[src/rtl/gpms_pkg.sv]
// Shared types and constants for the game pad mouse serial slave.
`timescale 1ns / 1ps

package gpms_pkg;

  // Item kinds carried in the func field of an input beat.
  typedef enum logic [1:0] {
    FUNC_TICK     = 2'd0,
    FUNC_MOUSE    = 2'd1,
    FUNC_PAD      = 2'd2,
    FUNC_OVERFLOW = 2'd3
  } func_t;

  // What the next exchange answers as.
  typedef enum logic [1:0] {
    MODE_NONE  = 2'd0,
    MODE_PAD   = 2'd1,
    MODE_MOUSE = 2'd2
  } mode_t;

  // Configuration register indexes.
  localparam logic REG_ACK_DELAY = 1'b0;
  localparam logic REG_ACK_WIDTH = 1'b1;

  localparam int unsigned TICK_W = 10;
  localparam logic [TICK_W-1:0] ACK_DELAY_RST = 10'd60;
  localparam logic [TICK_W-1:0] ACK_WIDTH_RST = 10'd16;

  // Protocol bytes.
  localparam logic [7:0] CMD_START   = 8'h01;
  localparam logic [7:0] CMD_POLL    = 8'h42;
  localparam logic [7:0] ID_MOUSE    = 8'h12;
  localparam logic [7:0] ID_PAD      = 8'h41;
  localparam logic [7:0] ID_READY    = 8'h5A;
  localparam logic [7:0] BYTE_IDLE   = 8'hFF;
  localparam logic [7:0] BYTE_CNT_MAX = 8'hFF;

  localparam int unsigned RESP_DEPTH = 6;
  localparam logic [2:0] RESP_SIZE_MOUSE = 3'd6;
  localparam logic [2:0] RESP_SIZE_PAD   = 3'd4;

  typedef struct packed {
    func_t              func;
    logic               att_level;
    logic               clk_level;
    logic               cmd_level;
    logic signed [7:0]  delta_x;
    logic signed [7:0]  delta_y;
    logic               left_button;
    logic               right_button;
    logic [15:0]        pad_buttons;
  } in_item_t;

  typedef struct packed {
    logic dat_low;
    logic ack_low;
  } out_item_t;

  // Report state the link latches into its response at the first byte.
  typedef struct packed {
    mode_t             mode;
    logic signed [7:0] sum_x;
    logic signed [7:0] sum_y;
    logic              left_held;
    logic              right_held;
    logic [15:0]       pad_buttons;
  } rpt_state_t;

endpackage

[src/rtl/gpms_report.sv]
// Report accumulator: movement sums, held buttons and protocol mode.
`timescale 1ns / 1ps

module gpms_report (
  input  logic                 clk,
  input  logic                 rst_n,
  input  logic                 upd,
  input  gpms_pkg::in_item_t   item,
  input  logic                 clear_sums,
  output gpms_pkg::rpt_state_t rpt
);

  localparam logic signed [8:0] SAT_MAX = 9'sd127;
  localparam logic signed [8:0] SAT_MIN = -9'sd128;

  gpms_pkg::rpt_state_t rpt_r, rpt_nxt;

  function automatic logic signed [7:0] sat_add(input logic signed [7:0] a,
                                                input logic signed [7:0] b);
    logic signed [8:0] s;
    s = {a[7], a} + {b[7], b};
    if (s > SAT_MAX) begin
      sat_add = SAT_MAX[7:0];
    end else if (s < SAT_MIN) begin
      sat_add = SAT_MIN[7:0];
    end else begin
      sat_add = s[7:0];
    end
  endfunction

  always_comb begin
    rpt_nxt = rpt_r;
    if (clear_sums) begin
      rpt_nxt.sum_x = '0;
      rpt_nxt.sum_y = '0;
    end
    if (upd) begin
      case (item.func)
        gpms_pkg::FUNC_MOUSE: begin
          rpt_nxt.sum_x      = sat_add(rpt_r.sum_x, item.delta_x);
          rpt_nxt.sum_y      = sat_add(rpt_r.sum_y, item.delta_y);
          rpt_nxt.left_held  = item.left_button;
          rpt_nxt.right_held = item.right_button;
          rpt_nxt.mode       = gpms_pkg::MODE_MOUSE;
        end
        gpms_pkg::FUNC_PAD: begin
          rpt_nxt.sum_x       = '0;
          rpt_nxt.sum_y       = '0;
          rpt_nxt.pad_buttons = item.pad_buttons;
          rpt_nxt.mode        = gpms_pkg::MODE_PAD;
        end
        gpms_pkg::FUNC_OVERFLOW: begin
          rpt_nxt.sum_x = '0;
          rpt_nxt.sum_y = '0;
          rpt_nxt.mode  = gpms_pkg::MODE_PAD;
        end
        default: begin
        end
      endcase
    end
  end

  always_ff @(posedge clk) begin
    if (!rst_n) begin
      rpt_r <= '{mode: gpms_pkg::MODE_NONE, default: '0};
    end else begin
      rpt_r <= rpt_nxt;
    end
  end

  assign rpt = rpt_r;

endmodule

[src/rtl/gpms_link.sv]
// Serial link phase machine: command capture, response shifting, hold and acknowledge.
`timescale 1ns / 1ps

module gpms_link (
  input  logic                             clk,
  input  logic                             rst_n,
  input  logic                             tick,
  input  gpms_pkg::in_item_t               item,
  input  logic [gpms_pkg::TICK_W-1:0]      ack_delay,
  input  logic [gpms_pkg::TICK_W-1:0]      ack_width,
  input  gpms_pkg::rpt_state_t             rpt,
  output logic                             clear_sums,
  output gpms_pkg::out_item_t              drive_nxt
);

  typedef enum logic [2:0] {
    PH_ATT_LOW  = 3'd0,
    PH_IDLE     = 3'd1,
    PH_CLK_HIGH = 3'd2,
    PH_CLK_LOW  = 3'd3,
    PH_HOLD     = 3'd4,
    PH_ACK      = 3'd5
  } phase_t;

  phase_t                      phase_r, phase_nxt;
  logic [2:0]                  bit_cnt_r, bit_cnt_nxt;
  logic [7:0]                  byte_cnt_r, byte_cnt_nxt;
  logic [7:0]                  cmd0_r, cmd0_nxt;
  logic [7:0]                  cmd1_r, cmd1_nxt;
  logic [7:0]                  resp_r [gpms_pkg::RESP_DEPTH];
  logic [7:0]                  resp_nxt [gpms_pkg::RESP_DEPTH];
  logic [2:0]                  resp_size_r, resp_size_nxt;
  logic [gpms_pkg::TICK_W-1:0] wait_r, wait_nxt;
  logic                        ack_r, ack_nxt;
  logic                        dat_r, dat_nxt;

  logic       do_finish;
  logic [2:0] rd_idx;
  logic [7:0] rd_byte;
  logic       rd_ok;
  logic [7:0] byte_size;

  assign byte_size = {5'd0, resp_size_r};
  assign rd_idx    = byte_cnt_r[2:0] - 3'd1;
  assign rd_ok     = (byte_cnt_r != 8'd0) && (byte_cnt_r <= byte_size) &&
                     (byte_cnt_r <= 8'(gpms_pkg::RESP_DEPTH));
  assign rd_byte   = rd_ok ? resp_r[rd_idx] : 8'd0;

  always_comb begin
    phase_nxt     = phase_r;
    bit_cnt_nxt   = bit_cnt_r;
    byte_cnt_nxt  = byte_cnt_r;
    cmd0_nxt      = cmd0_r;
    cmd1_nxt      = cmd1_r;
    resp_nxt      = resp_r;
    resp_size_nxt = resp_size_r;
    wait_nxt      = wait_r;
    ack_nxt       = ack_r;
    dat_nxt       = dat_r;
    do_finish     = 1'b0;
    clear_sums    = 1'b0;

    if (tick) begin
      unique case (phase_r)
        PH_IDLE: begin
          dat_nxt = 1'b0;
          if (!item.att_level) begin
            bit_cnt_nxt  = '0;
            byte_cnt_nxt = '0;
            cmd0_nxt     = '0;
            cmd1_nxt     = '0;
            phase_nxt    = PH_CLK_HIGH;
          end
        end
        PH_CLK_HIGH: begin
          if (!item.clk_level) begin
            phase_nxt = PH_CLK_LOW;
            if (rd_ok) begin
              dat_nxt = !rd_byte[bit_cnt_r];
            end
          end else if (item.att_level) begin
            phase_nxt = PH_IDLE;
          end
        end
        PH_CLK_LOW: begin
          if (item.clk_level) begin
            if (item.cmd_level && byte_cnt_r == 8'd0) begin
              cmd0_nxt[bit_cnt_r] = 1'b1;
            end
            if (item.cmd_level && byte_cnt_r == 8'd1) begin
              cmd1_nxt[bit_cnt_r] = 1'b1;
            end
            bit_cnt_nxt = bit_cnt_r + 3'd1;
            if (bit_cnt_r == 3'd7) begin
              wait_nxt  = ack_delay;
              phase_nxt = PH_HOLD;
            end else begin
              phase_nxt = PH_CLK_HIGH;
            end
          end else if (item.att_level) begin
            phase_nxt = PH_IDLE;
          end
        end
        PH_HOLD: begin
          if (wait_r != '0) begin
            wait_nxt = wait_r - 1'b1;
          end else begin
            dat_nxt = 1'b0;
            if (byte_cnt_r < byte_size && ack_width != '0) begin
              ack_nxt   = 1'b1;
              wait_nxt  = ack_width - 1'b1;
              phase_nxt = PH_ACK;
            end else begin
              do_finish = 1'b1;
            end
          end
        end
        PH_ACK: begin
          if (wait_r != '0) begin
            wait_nxt = wait_r - 1'b1;
          end else begin
            ack_nxt   = 1'b0;
            do_finish = 1'b1;
          end
        end
        default: begin
          dat_nxt   = 1'b0;
          phase_nxt = item.att_level ? PH_IDLE : PH_ATT_LOW;
        end
      endcase
    end

    // End of a byte: check the command header, latch the answer on the first byte.
    if (do_finish) begin
      if ((byte_cnt_r == 8'd0 && cmd0_r != gpms_pkg::CMD_START) ||
          (byte_cnt_r == 8'd1 && cmd1_r != gpms_pkg::CMD_POLL)) begin
        phase_nxt = PH_ATT_LOW;
      end else begin
        if (byte_cnt_r == 8'd0) begin
          clear_sums  = 1'b1;
          resp_nxt[1] = gpms_pkg::ID_READY;
          case (rpt.mode)
            gpms_pkg::MODE_MOUSE: begin
              resp_size_nxt = gpms_pkg::RESP_SIZE_MOUSE;
              resp_nxt[0]   = gpms_pkg::ID_MOUSE;
              resp_nxt[2]   = gpms_pkg::BYTE_IDLE;
              resp_nxt[3]   = {4'hF, !rpt.left_held, !rpt.right_held, 2'b00};
              resp_nxt[4]   = rpt.sum_x;
              resp_nxt[5]   = rpt.sum_y;
            end
            gpms_pkg::MODE_PAD: begin
              resp_size_nxt = gpms_pkg::RESP_SIZE_PAD;
              resp_nxt[0]   = gpms_pkg::ID_PAD;
              resp_nxt[2]   = ~rpt.pad_buttons[7:0];
              resp_nxt[3]   = ~rpt.pad_buttons[15:8];
            end
            default: begin
              resp_size_nxt = gpms_pkg::RESP_SIZE_PAD;
              resp_nxt[0]   = gpms_pkg::ID_PAD;
              resp_nxt[2]   = gpms_pkg::BYTE_IDLE;
              resp_nxt[3]   = gpms_pkg::BYTE_IDLE;
            end
          endcase
        end
        if (byte_cnt_r != gpms_pkg::BYTE_CNT_MAX) begin
          byte_cnt_nxt = byte_cnt_r + 8'd1;
        end
        phase_nxt = PH_CLK_HIGH;
      end
    end
  end

  always_ff @(posedge clk) begin
    if (!rst_n) begin
      phase_r     <= PH_ATT_LOW;
      bit_cnt_r   <= '0;
      byte_cnt_r  <= '0;
      cmd0_r      <= '0;
      cmd1_r      <= '0;
      resp_size_r <= '0;
      wait_r      <= '0;
      ack_r       <= 1'b0;
      dat_r       <= 1'b0;
    end else begin
      phase_r     <= phase_nxt;
      bit_cnt_r   <= bit_cnt_nxt;
      byte_cnt_r  <= byte_cnt_nxt;
      cmd0_r      <= cmd0_nxt;
      cmd1_r      <= cmd1_nxt;
      resp_size_r <= resp_size_nxt;
      wait_r      <= wait_nxt;
      ack_r       <= ack_nxt;
      dat_r       <= dat_nxt;
    end
  end

  // Response bytes are only read after they have been latched.
  always_ff @(posedge clk) begin
    resp_r <= resp_nxt;
  end

  assign drive_nxt.dat_low = dat_nxt;
  assign drive_nxt.ack_low = ack_nxt;

endmodule

[src/rtl/game_pad_mouse_serial_slave_top.sv]
// Top level of the game pad mouse serial slave: handshakes, configuration and result register.
`timescale 1ns / 1ps

// Channel  | Direction | Handshake          | Beat payload
// ---------+-----------+--------------------+-------------------------------------------
// in_      | input     | in_valid/in_ready  | in_item_t: pin sample tick or report event
// out_     | output    | out_valid/out_ready| out_item_t: data and acknowledge line drive
// cfg_     | input     | cfg_we             | ack_delay_ticks (0), ack_width_ticks (1)
//
// For every accepted input beat, the phase machine and the report unit update their
// state at the accepting edge, and the resulting line drive lands in the output register.
// One beat per clock while out_ready stays high; the output register is the only stage on the path.
// in_ready is high whenever the output register is empty or is being emptied this cycle,
// so a stalled consumer stops input after exactly one held result.
// Reset is synchronous and active low; after reset the link waits to see attention high.
module game_pad_mouse_serial_slave_top (
  input  logic                          clk,
  input  logic                          rst_n,
  input  logic                          in_valid,
  output logic                          in_ready,
  input  gpms_pkg::in_item_t            in_data,
  output logic                          out_valid,
  input  logic                          out_ready,
  output gpms_pkg::out_item_t           out_data,
  input  logic                          cfg_we,
  input  logic                          cfg_index,
  input  logic [gpms_pkg::TICK_W-1:0]   cfg_wdata
);

  logic [gpms_pkg::TICK_W-1:0] ack_delay_r;
  logic [gpms_pkg::TICK_W-1:0] ack_width_r;

  logic                 in_fire;
  logic                 tick;
  logic                 rpt_upd;
  logic                 clear_sums;
  gpms_pkg::rpt_state_t rpt;
  gpms_pkg::out_item_t  drive_nxt;
  logic                 out_valid_r;
  gpms_pkg::out_item_t  out_data_r;

  // A result waits in the output register; a new beat is taken if it leaves now.
  assign in_ready = !out_valid_r || out_ready;
  assign in_fire  = in_valid && in_ready;
  assign tick     = in_fire && (in_data.func == gpms_pkg::FUNC_TICK);
  assign rpt_upd  = in_fire && (in_data.func != gpms_pkg::FUNC_TICK);

  // Write configuration registers only while the link is quiet; the block does not enforce this.
  always_ff @(posedge clk) begin
    if (!rst_n) begin
      ack_delay_r <= gpms_pkg::ACK_DELAY_RST;
      ack_width_r <= gpms_pkg::ACK_WIDTH_RST;
    end else if (cfg_we) begin
      unique case (cfg_index)
        gpms_pkg::REG_ACK_DELAY: ack_delay_r <= cfg_wdata;
        gpms_pkg::REG_ACK_WIDTH: ack_width_r <= cfg_wdata;
        default: begin
        end
      endcase
    end
  end

  gpms_report u_report (
    .clk        (clk),
    .rst_n      (rst_n),
    .upd        (rpt_upd),
    .item       (in_data),
    .clear_sums (clear_sums),
    .rpt        (rpt)
  );

  gpms_link u_link (
    .clk        (clk),
    .rst_n      (rst_n),
    .tick       (tick),
    .item       (in_data),
    .ack_delay  (ack_delay_r),
    .ack_width  (ack_width_r),
    .rpt        (rpt),
    .clear_sums (clear_sums),
    .drive_nxt  (drive_nxt)
  );

  // Every accepted beat yields exactly one result beat with the updated line drive.
  always_ff @(posedge clk) begin
    if (!rst_n) begin
      out_valid_r <= 1'b0;
    end else if (in_fire) begin
      out_valid_r <= 1'b1;
    end else if (out_ready) begin
      out_valid_r <= 1'b0;
    end
  end

  always_ff @(posedge clk) begin
    if (in_fire) begin
      out_data_r <= drive_nxt;
    end
  end

  assign out_valid = out_valid_r;
  assign out_data  = out_data_r;

endmodule

[config.mk]
export PLATFORM = sky130hd
export DESIGN_NAME = game_pad_mouse_serial_slave_top
export DESIGN_NICKNAME = d
export VERILOG_FILES = /design/src/rtl/gpms_pkg.sv /design/src/rtl/gpms_report.sv /design/src/rtl/gpms_link.sv /design/src/rtl/game_pad_mouse_serial_slave_top.sv
export SDC_FILE = /design/constraint.sdc
export NUM_CORES = 1
export LEC_CHECK = 0
export BUFFER_PORTS_ARGS = -buffer_cell sky130_fd_sc_hd__buf_2
export CAP_MARGIN = 10
export CELL_PAD_IN_SITES_DETAIL_PLACEMENT = 1
export CELL_PAD_IN_SITES_GLOBAL_PLACEMENT = 1
export CORE_AREA = 2 2 125 127
export CTS_BUF_LIST = sky130_fd_sc_hd__clkbuf_4 sky130_fd_sc_hd__clkbuf_8
export CTS_CLUSTER_SIZE = 24
export DETAILED_ROUTE_END_ITERATION = 8
export DIE_AREA = 0 0 127 129
export PLACE_DENSITY = 0.82
export SYNTH_ARGS = -nofsm -noshare
export SYNTH_HDL_FRONTEND = slang
export SYNTH_SLANG_ARGS = --single-unit
[constraint.sdc]
create_clock -name clk -period 7 [get_ports clk]
set_input_delay 0.7 -clock clk [delete_from_list [all_inputs] [get_ports clk]]
set_output_delay 0.7 -clock clk [all_outputs]
set_load 0.01 [all_outputs]
-- Word level (Yosys, flattened, before mapping)
Index checks and enable logic that the tools add are counted.
- latch bits: 0
- output and inout bits: 4
- register bits: 144
- bits in writable memories: 0
- input bits: 55
- memories kept: 0
- bits in read-only memories: 0
- shifts and indexed selects: 0
- bitwise logic cells: 7
- add/sub/neg operators: 7
- reductions and logical operators: 42
- magnitude comparators: 10
- equal/unequal tests: 26
- $mul: 0
- div/mod/pow operators: 0
- mux-type cells: 74
- operators with widths (cell ; count):
    $mux 8 ; 18
    $mux 10 ; 5
    $pmux 18 s2 ; 1
    $mux 34 ; 1
    $mux 3 ; 11
    $mux 16 ; 2
    $pmux 16 s2 ; 1
    $pmux 8 s2 ; 2
    $pmux 10 s3 ; 1
    $bmux 8 s3 ; 1
    $mux 1 ; 20
    $reduce_bool 10->1 ; 2
    $sub 10x1->10 const B ; 2
    $add 8x8->9 ; 2
    $gt 9x8->1 const B ; 2
    $lt 9x8->1 const B ; 2
    $not 8->8 ; 2
    $or 8x8->8 ; 2
    $pmux 3 s5 ; 1
    $reduce_and 5->1 ; 3
    $logic_and 1x1->1 ; 11
    $ne 2x1->1 const B ; 5
    $reduce_and 2->1 ; 5
    $reduce_bool 2->1 ; 5
    40 further kinds ; 59

-- Longest topological paths before layout
Gate-level depths: netlist of run 1.
- depth after elaboration: 13
- gate-level depth with buffers: 10
- gate-level depth less buffers: 9

-- By module
Synthesis of run 1 repeated with hierarchy kept, for this count alone.
- cell total of the unflattened synthesis: 814
- area, all modules: 7319.5 sq um
- by module, submodules not included (module ; cells each ; seq. area each (sq um) ; area each (sq um) ; instances):
    gpms_link ; 471 ; 1901.8 ; 4326.6 ; 1
    gpms_report ; 249 ; 720.7 ; 2074.5 ; 1
    game_pad_mouse_serial_slave_top ; 94 ; 480.5 ; 918.4 ; 1

-- Worst setup path after synthesis of run 1
No wires, ideal clock.
- kind: register to register
- start: register u_link.byte_cnt_r[0]
- end: register u_link.resp_r[0] (netlist name) (enable)
- path buffers: 1
- clock period less this slack: 3.668 ns
- arrival time: 3.259 ns
- path slack: 3.332 ns
- cell stages (with the launch flop): 9
- cells stage by stage: dfxtp_1 clkbuf_1 inv_1 ha_1 nand2b_1 nor3_1 a22oi_1 nand2_2 nor3_1
- word-level cells in the longest chain between the ends: 7
- elaborated cells on any way between the ends: 13
- classes of those cells: order compare: 1; eq/ne: 1; mux: 4; bitwise: 1; reduce/logical: 6
- ends and longest elaborated chain (item ; line ; source):
    start, declared ; gpms_link.sv:27 ; logic [7:0] byte_cnt_r, byte_cnt_nxt;
    start signal, assigned ; gpms_link.sv:187 ; byte_cnt_r <= byte_cnt_nxt;
    $lt 8x3->1 ; gpms_link.sv:109 ; if (byte_cnt_r < byte_size && ack_width != '0) begin
    $logic_and 1x1->1 ; gpms_link.sv:109 ;
    $mux 1 ; gpms_link.sv:109 ;
    $mux 1 ; gpms_link.sv:105 ; if (wait_r != '0) begin
    $pmux 1 s2 ; gpms_link.sv:64 ; unique case (phase_r)
    $mux 1 ; gpms_link.sv:63 ; if (tick) begin
    $reduce_and 4->1 (no source line) * ; n/a ;
    end signal, assigned ; gpms_link.sv:199 ; resp_r <= resp_nxt;
    end, declared ; gpms_link.sv:30 ; logic [7:0] resp_r [gpms_pkg::RESP_DEPTH];
Mark *: on every way between the ends. The rest lies on a longest branch, timed or not.
A chain may end at the register's enable or synchronous reset.

-- Worst setup path after layout of run 1
- start: register u_link.byte_cnt_r[0]
- end: register out_data_r (netlist bit out_data[1]), data pin
- word-level cells in the longest chain between the ends: 13
- elaborated cells on any way between the ends: 18
- classes of those cells: add/sub: 1; order compare: 2; mux: 10; bitwise: 1; reduce/logical: 4
- ends and longest elaborated chain (item ; line ; source):
    $sub 3x1->3 ; gpms_link.sv:44 ; assign rd_idx = byte_cnt_r[2:0] - 3'd1;
    $not 3->4 (implied by the code) ; gpms_link.sv:47 ; assign rd_byte = rd_ok ? resp_r[rd_idx] : 8'd0;
    $bmux 8 s3 ; gpms_link.sv:47 ;
    $mux 8 (implied by the code) (2 in a row) ; gpms_link.sv:47 ;
    $mux 8 ; gpms_link.sv:47 ;
    $bmux 1 s3 ; gpms_link.sv:79 ; dat_nxt = !rd_byte[bit_cnt_r];
    $mux 1 (implied by the code) ; gpms_link.sv:79 ;
    $logic_not 1->1 ; gpms_link.sv:79 ;
    $mux 1 * ; gpms_link.sv:78 ; if (rd_ok) begin
    $mux 1 * ; gpms_link.sv:76 ; if (!item.clk_level) begin
    $pmux 1 s3 * ; gpms_link.sv:64 ;
    $mux 1 * ; gpms_link.sv:63 ;
    via u_link.dat_nxt ; gpms_link.sv:35 ; logic dat_r, dat_nxt;
    end signal, assigned ; game_pad_mouse_serial_slave_top.sv:97 ; out_data_r <= drive_nxt;
    end, declared ; game_pad_mouse_serial_slave_top.sv:40 ; gpms_pkg::out_item_t out_data_r;
The timed path passes the listed nets; every way through them passes the cells marked *. The select of a mux whose other input is x is not followed.

==> results.json, run 1 <==
{
  "io_pins": 59,
  "layout-drive-gt1-share_pct": 13.6,
  "finalCritPeriodShare_pct": 56.2,
  "diodes": 0,
  "setup_viol": 0,
  "areaGrowthSynthToFinish_pct": 10.6,
  "ys_ff_latch": 137,
  "antenna_left": 0,
  "cts_max_path_buffers": 2,
  "dp_hpwl_um": 15800,
  "vias": 6696,
  "yosysWarnings": 0,
  "post-synth-top-area-cell": "dfxtp_1",
  "synthArstFlopShare_pct": 0,
  "vias_per_cell": 6.10,
  "ys_top_cells_by_count": "nand2_1 (133), dfxtp_1 (101), a21oi_1 (90)",
  "cp_max_fo": 22,
  "r2r_slack_ns": 3.06,
  "dieArea_mm2": 0.0164,
  "finalHoldWorstSlack_ns": 0.461,
  "holdPathEnd": "u_report.rpt[15]",
  "grt_overflow": 0,
  "die_width_um": 127,
  "finalWirelength_um": 21500,
  "cts_inserted_buffers": 17,
  "track_usage_pct": 27.2,
  "worstHoldStart": "in_data[15]",
  "worst-setup-path-type": "flip-flop to flip-flop",
  "fin_area_mm2": 0.00814,
  "critical_path.max_stage_delay_ns": 0.93,
  "start_util_pct": 49.2,
  "cap_violations": 0,
  "grt_pass1_vias": 6831,
  "finalClockSkew_ns": 0.0143,
  "rsz0062_at_grt": "no",
  "max_slew.worst_pin.slew_ns": 1.11,
  "syn_area_per_cell_um2": 8.56,
  "synthFlopType": "dfxtp_1",
  "min_path_cells": 3,
  "rr_endpoint": "out_data[1]",
  "hp-class": "input pin to flip-flop",
  "ir_drop_uv": 116,
  "placedInstanceArea_mm2": 0.00770,
  "hold_viol_final": 0,
  "dieHeight_um": 129,
  "synth_top_area_share_pct": 27.5,
  "ys_seq_area_share_pct": 42.1,
  "num_rows": 45,
  "cts_num_sinks": 137,
  "syn_nets": 945,
  "dp_slack_ns": 2.87,
  "arrival_ns": 4.24,
  "synth.area.top_cells": "dfxtp_1 (27%), edfxtp_1 (15%), nand2_1 (6.8%)",
  "drc_errors": 0,
  "cts.htree.levels": 4,
  "yosys.cell_count.top_type": "nand2_1",
  "cts_setup_buffers": 0,
  "finalCriticalPeriod_ns": 3.94,
  "ctsResizeCount": 0,
  "layout.nets": 982,
  "syn-cell-area_mm2": 0.00736,
  "postSynthCellCount": 860,
  "grt_pass1_wl_um": 35200,
  "end_kind": "flip-flop",
  "finalMaxSlewViolations": 0,
  "clkTransAtPathRegs_ns": 0.09,
  "slowest_stage": "dfxtp_1",
  "io_buffer_count": 58,
  "cp_cell_sequence": "inv_1 > ha_1 > xor2_1 > a311oi_1 > o21ai_0 > a31oi_1 > or4b_2 > o21ai_0",
  "fmax_mhz": 254,
  "holdBufCountCts": 0,
  "r2r.worst_path.cells": 8,
  "synth_edf_count": 36,
  "relSlewSlack_pct": 26.1,
  "finalWorstSetupSlack_ns": 3.06,
  "antenna_found_initial": 0,
  "p_leak_nw": 3.05,
  "gp_congestion": 0.934,
  "cts_tree": "yes",
  "drt-pass1-iter-count": 5,
  "finalSetupTns_ns": 0,
  "synth_cell_types": 82,
  "cp.required_ns": 7.30,
  "drt-initial-drc-count": 403,
  "clock-root-buffer": "clkbuf_8",
  "powerDensity_mw_per_mm2": 210,
  "r2r_start": "u_link.byte_cnt_r[0]",
  "cp-start-kind": "flip-flop",
  "clk_latency_ns": 0.46,
  "wire_per_inst_um": 19.6,
  "status": "complete, no violations",
  "grt_max_degree": 45,
  "coreArea_mm2": 0.0150,
  "crit_top_cell": "o21ai_0"
}
## critical path: cells and delay by family, from the launching register on
kind | cells | cell delay [ns]
xor+xnor | 1 | 0.86
flops | 1 | 0.93
fa+ha+maj | 1 | 0.31
compound gates | 4 | 0.67
simple gates | 1 | 0.70
buf+inv | 1 | 0.29
## power by group
| group | switching, W | leakage (nW) | internal, W | total (W) |
|---|---|---|---|---|
| logic | 0.000107 | 1.72 | 0.0000646 | 0.000172 |
| registers | 0.0000153 | 1.12 | 0.000828 | 0.000843 |
| clock network | 0.000355 | 0.212 | 0.000343 | 0.000698 |
| total | 0.000478 | 3.05 | 0.00123 | 0.00171 |
## final cells by class
type | instances | area [um^2]
well taps | 188 | 235
clock inverters | 14 | 178
fillers | 1851 | 6840
multi-input cells | 653 | 3960
inverters | 27 | 101
flip-flops and latches | 137 | 3100
clock buffers | 18 | 248
repair buffers | 61 | 317
## cell usage in the layout, fill, tap and decap left out, types with 4 or more instances in the layout
cell type,instances
nand2_1,133
dfxtp_1,101
a21oi_1,90
nor2_1,63
o21ai_0,61
buf_2,58
edfxtp_1,36
nand3_1,33
ha_1,28
nor3_1,26
inv_1,26
clkbuf_8,18
nand2b_1,14
a21o_1,12
a31oi_1,11
xnor2_1,11
nor4_1,10
mux2i_1,10
o211ai_1,9
and3_1,8
nor2b_1,7
xor2_1,7
o31ai_1,7
nand4_1,6
o21a_1,6
inv_8,6
nor4b_1,5
a211oi_1,5
a22oi_1,4
and2_1,4
mux2_2,4
nor3b_1,4
nand3b_1,4
or3b_2,4
## cells by family after synthesis
kind of cell | count (synthesis) | share of synthesized area (%)
compound gates | 246 | 21.4
mux | 15 | 2.28
xor+xnor | 18 | 2.14
simple gates | 344 | 22.5
fa+ha+maj | 30 | 5.30
flops | 137 | 42.1
buf+inv | 70 | 4.16
## state kept, by name, summed over array words and instances, names as in the netlist, 3 cells and up
signal	count
u_link.bit_cnt_r	3
ack_delay_r	10
u_link.byte_cnt_r	8
ack_width_r	10
u_report.rpt	36
u_link.resp_r	34
u_link.cmd0_r	8
u_link.phase_r	3
u_link.cmd1_r	8
u_link.wait_r	10
## per-layer routing
layer	routed length (um)	global-route usage [%]	part of all wire (%)	vias to the layer above
met5	0	0	0	-
met4	634	11.9	3.0	0
met3	667	4.20	3.1	37
met2	10700	46.7	50	148
met1	9500	34.3	44	3302
li1	-	-	-	3209
## metrics by stage
| step | utilization (%) | instances | power (W) |
|---|---|---|---|
| 2_1_floorplan | - | 860 | 0.000971 |
| 3_3_place_gp | 51.4 | 1065 | 0.00101 |
| 3_5_place_dp | 51.4 | 1065 | 0.00103 |
| 4_1_cts | 54.3 | 1097 | 0.00173 |
| 5_1_grt | 54.4 | 1098 | 0.00179 |
| 6_report | 54.4 | 1098 | 0.00171 |
## worst max path at each step
| stage | startpoint | end | slack [ns] |
|---|---|---|---|
| after floorplan | u_link.byte_cnt_r[0] | u_link.resp_r[0] | 3.33 |
| after global placement | u_link.byte_cnt_r[0] | u_link.resp_r[8] | 3.22 |
| after detailed placement | u_link.byte_cnt_r[0] | u_link.resp_r[12] | 2.87 |
| after CTS | u_link.byte_cnt_r[0] | u_link.resp_r[2] | 2.84 |
| after global routing | u_link.byte_cnt_r[0] | out_data[1] | 2.65 |
| final | u_link.byte_cnt_r[0] | out_data[1] | 3.06 |
Note: power is estimated with default switching activity, not from simulation.
==> run 2: changes to the inputs <==
--- a/config.mk
+++ b/config.mk
@@ -9,12 +9,12 @@
 export CAP_MARGIN = 10
 export CELL_PAD_IN_SITES_DETAIL_PLACEMENT = 1
 export CELL_PAD_IN_SITES_GLOBAL_PLACEMENT = 1
-export CORE_AREA = 2 2 125 127
+export CORE_AREA = 2 2 134 136
 export CTS_BUF_LIST = sky130_fd_sc_hd__clkbuf_4 sky130_fd_sc_hd__clkbuf_8
 export CTS_CLUSTER_SIZE = 24
 export DETAILED_ROUTE_END_ITERATION = 8
-export DIE_AREA = 0 0 127 129
-export PLACE_DENSITY = 0.82
+export DIE_AREA = 0 0 136 138
+export PLACE_DENSITY = 0.75
 export SYNTH_ARGS = -nofsm -noshare
 export SYNTH_HDL_FRONTEND = slang
 export SYNTH_SLANG_ARGS = --single-unit
==> constraint.sdc (replaced) <==
create_clock -name clk -period 3.2 [get_ports clk]
set_input_delay 0.32 -clock clk [delete_from_list [all_inputs] [get_ports clk]]
set_output_delay 0.32 -clock clk [all_outputs]
set_load 0.01 [all_outputs]
==> results.json, run 2 (synthesized netlist as in run 1, its figures left out) <==
{
  "cp-endpoint": "u_link.resp_r[2]",
  "dieHeight_um": 138,
  "num-fill-cells": 2171,
  "use_met1_pct": 30.0,
  "clock-root-buffer": "clkbuf_8",
  "finalCritPeriodShare_pct": 91.7,
  "critical_path.max_stage_delay_ns": 0.67,
  "cp-start-kind": "flip-flop",
  "io_buffer_count": 58,
  "finalHoldWorstSlack_ns": 0.0847,
  "gp_congestion": 0.844,
  "fin_util_pct": 47.4,
  "cp_max_fo": 16,
  "vias_per_cell": 5.58,
  "cts_inserted_buffers": 17,
  "cts_num_sinks": 137,
  "layout_commonest_cell": "nand2_1",
  "relSlewSlack_pct": 36.2,
  "cts_tree": "yes",
  "clk_latency_ns": 0.46,
  "cp_cell_sequence": "inv_1 > ha_1 > or4b_2 > nor3_1 > o311a_2 > nand2_2 > nor3_2 > buf_4",
  "ctsResizeCount": 0,
  "r2r_start": "ack_width_r[0]",
  "finalWirelength_um": 20100,
  "cts_setup_buffers": 0,
  "areaGrowthSynthToFinish_pct": 12.8,
  "wire_per_inst_um": 17.4,
  "coreArea_mm2": 0.0175,
  "cts.htree.levels": 4,
  "drc_errors": 0,
  "dieArea_mm2": 0.0188,
  "clkTransAtPathRegs_ns": 0.10,
  "hold_viol_final": 0,
  "status": "complete, no violations",
  "track_usage_pct": 22.1,
  "holdBufCountCts": 0,
  "grt_max_degree": 24,
  "die_width_um": 136,
  "layout-drive-gt1-share_pct": 15.3,
  "end_kind": "flip-flop",
  "grt_pass1_vias": 6423,
  "antenna_left": 0,
  "cap_violations": 0,
  "finalSetupTns_ns": 0,
  "finalMaxSlewViolations": 0,
  "grt_overflow": 0,
  "dp_slack_ns": 0.288,
  "worstSetupStartpoint": "ack_width_r[0]",
  "num_rows": 49,
  "start_util_pct": 42.0,
  "antenna_found_initial": 0,
  "busiest_layer": "met2",
  "ir_drop_uv": 280,
  "drt-pass1-iter-count": 4,
  "setup_viol": 0,
  "finalWorstSetupSlack_ns": 0.266,
  "largest_reg_flops": 36,
  "finalClockSkew_ns": 0.0161,
  "layout.nets": 999,
  "rsz0062_at_grt": "no",
  "arrival_ns": 3.08,
  "hp-class": "input pin to flip-flop",
  "cts_max_path_buffers": 2,
  "worst-setup-path-type": "flip-flop to flip-flop",
  "use_met2_pct": 36.2,
  "finalCriticalPeriod_ns": 2.93,
  "regArea_mm2": 0.00310,
  "r2r.worst_path.cells": 8,
  "multi_input_area_mm2": 0.00396,
  "drt-initial-drc-count": 330,
  "layout_common_cells": "nand2_1 (133), dfxtp_1 (101), a21oi_1 (90)",
  "cp.required_ns": 3.35,
  "powerDensity_mw_per_mm2": 440,
  "slowest_stage": "or4b_2",
  "r2r_slack_ns": 0.27,
  "grt_use_met3_pct": 4.25,
  "fmax_mhz": 341,
  "diodes": 0,
  "io_pins": 59,
  "grt_pass1_wl_um": 33100,
  "max_slew.worst_pin.slew_ns": 0.957,
  "vias": 6455,
  "rr_endpoint": "u_link.resp_r[2]",
  "p_leak_nw": 3.13,
  "dp_hpwl_um": 15000
}
[run 2: layout make-up]
class	count	area share, %
Multi-Input combinational cell	653	47.7
Inverter	27	1.22
Timing Repair Buffer	78	5.30
Clock buffer	17	2.82
Sequential cell	137	37.4
Tap cell	229	3.45
Clock inverter	15	2.15
[run 2: where the power goes]
| part | total (W) | leakage [nW] | switching, W | internal (W) |
|---|---|---|---|---|
| registers | 0.00184 | 1.12 | 0.0000315 | 0.00181 |
| logic | 0.000373 | 1.80 | 0.000224 | 0.000149 |
| clock network | 0.00144 | 0.209 | 0.000836 | 0.000600 |
[run 2: how the worst min path moves through the flow]
stage,depth (start not counted),from,slack [ns],end
after floorplan,2,u_link.cmd0_r[0],0.43,u_link.cmd0_r[0]
after global placement,2,u_report.rpt[15],0.45,u_report.rpt[15]
after detailed placement,2,ack_delay_r[1],0.45,ack_delay_r[1]
after CTS,3,in_data[8],0.06,u_report.rpt[8]
after global routing,3,in_data[8],0.07,u_report.rpt[8]
final,3,in_data[8],0.08,u_report.rpt[8]
[run 2: critical path: cells and delay by family (launching register included)]
kind	cells	cell delay, ns
compound gates	1	0.40
buf+inv	2	0.35
simple gates	4	1.33
flops	1	0.35
fa+ha+maj	1	0.20
[run 2: layer usage]
metal	vias up	wire length, um
li1	3243	-
met1	3108	9580
met2	93	9720
met3	11	646
met4	0	195
met5	-	0
[run 2: through the flow]
stage	std cells	power, W	area (um^2)
after floorplan	860	0.00213	7370
after global placement	1124	0.00224	7890
after detailed placement	1124	0.00226	7890
after CTS	1156	0.00369	8310
after global routing	1156	0.00383	8310
final	1156	0.00365	8310
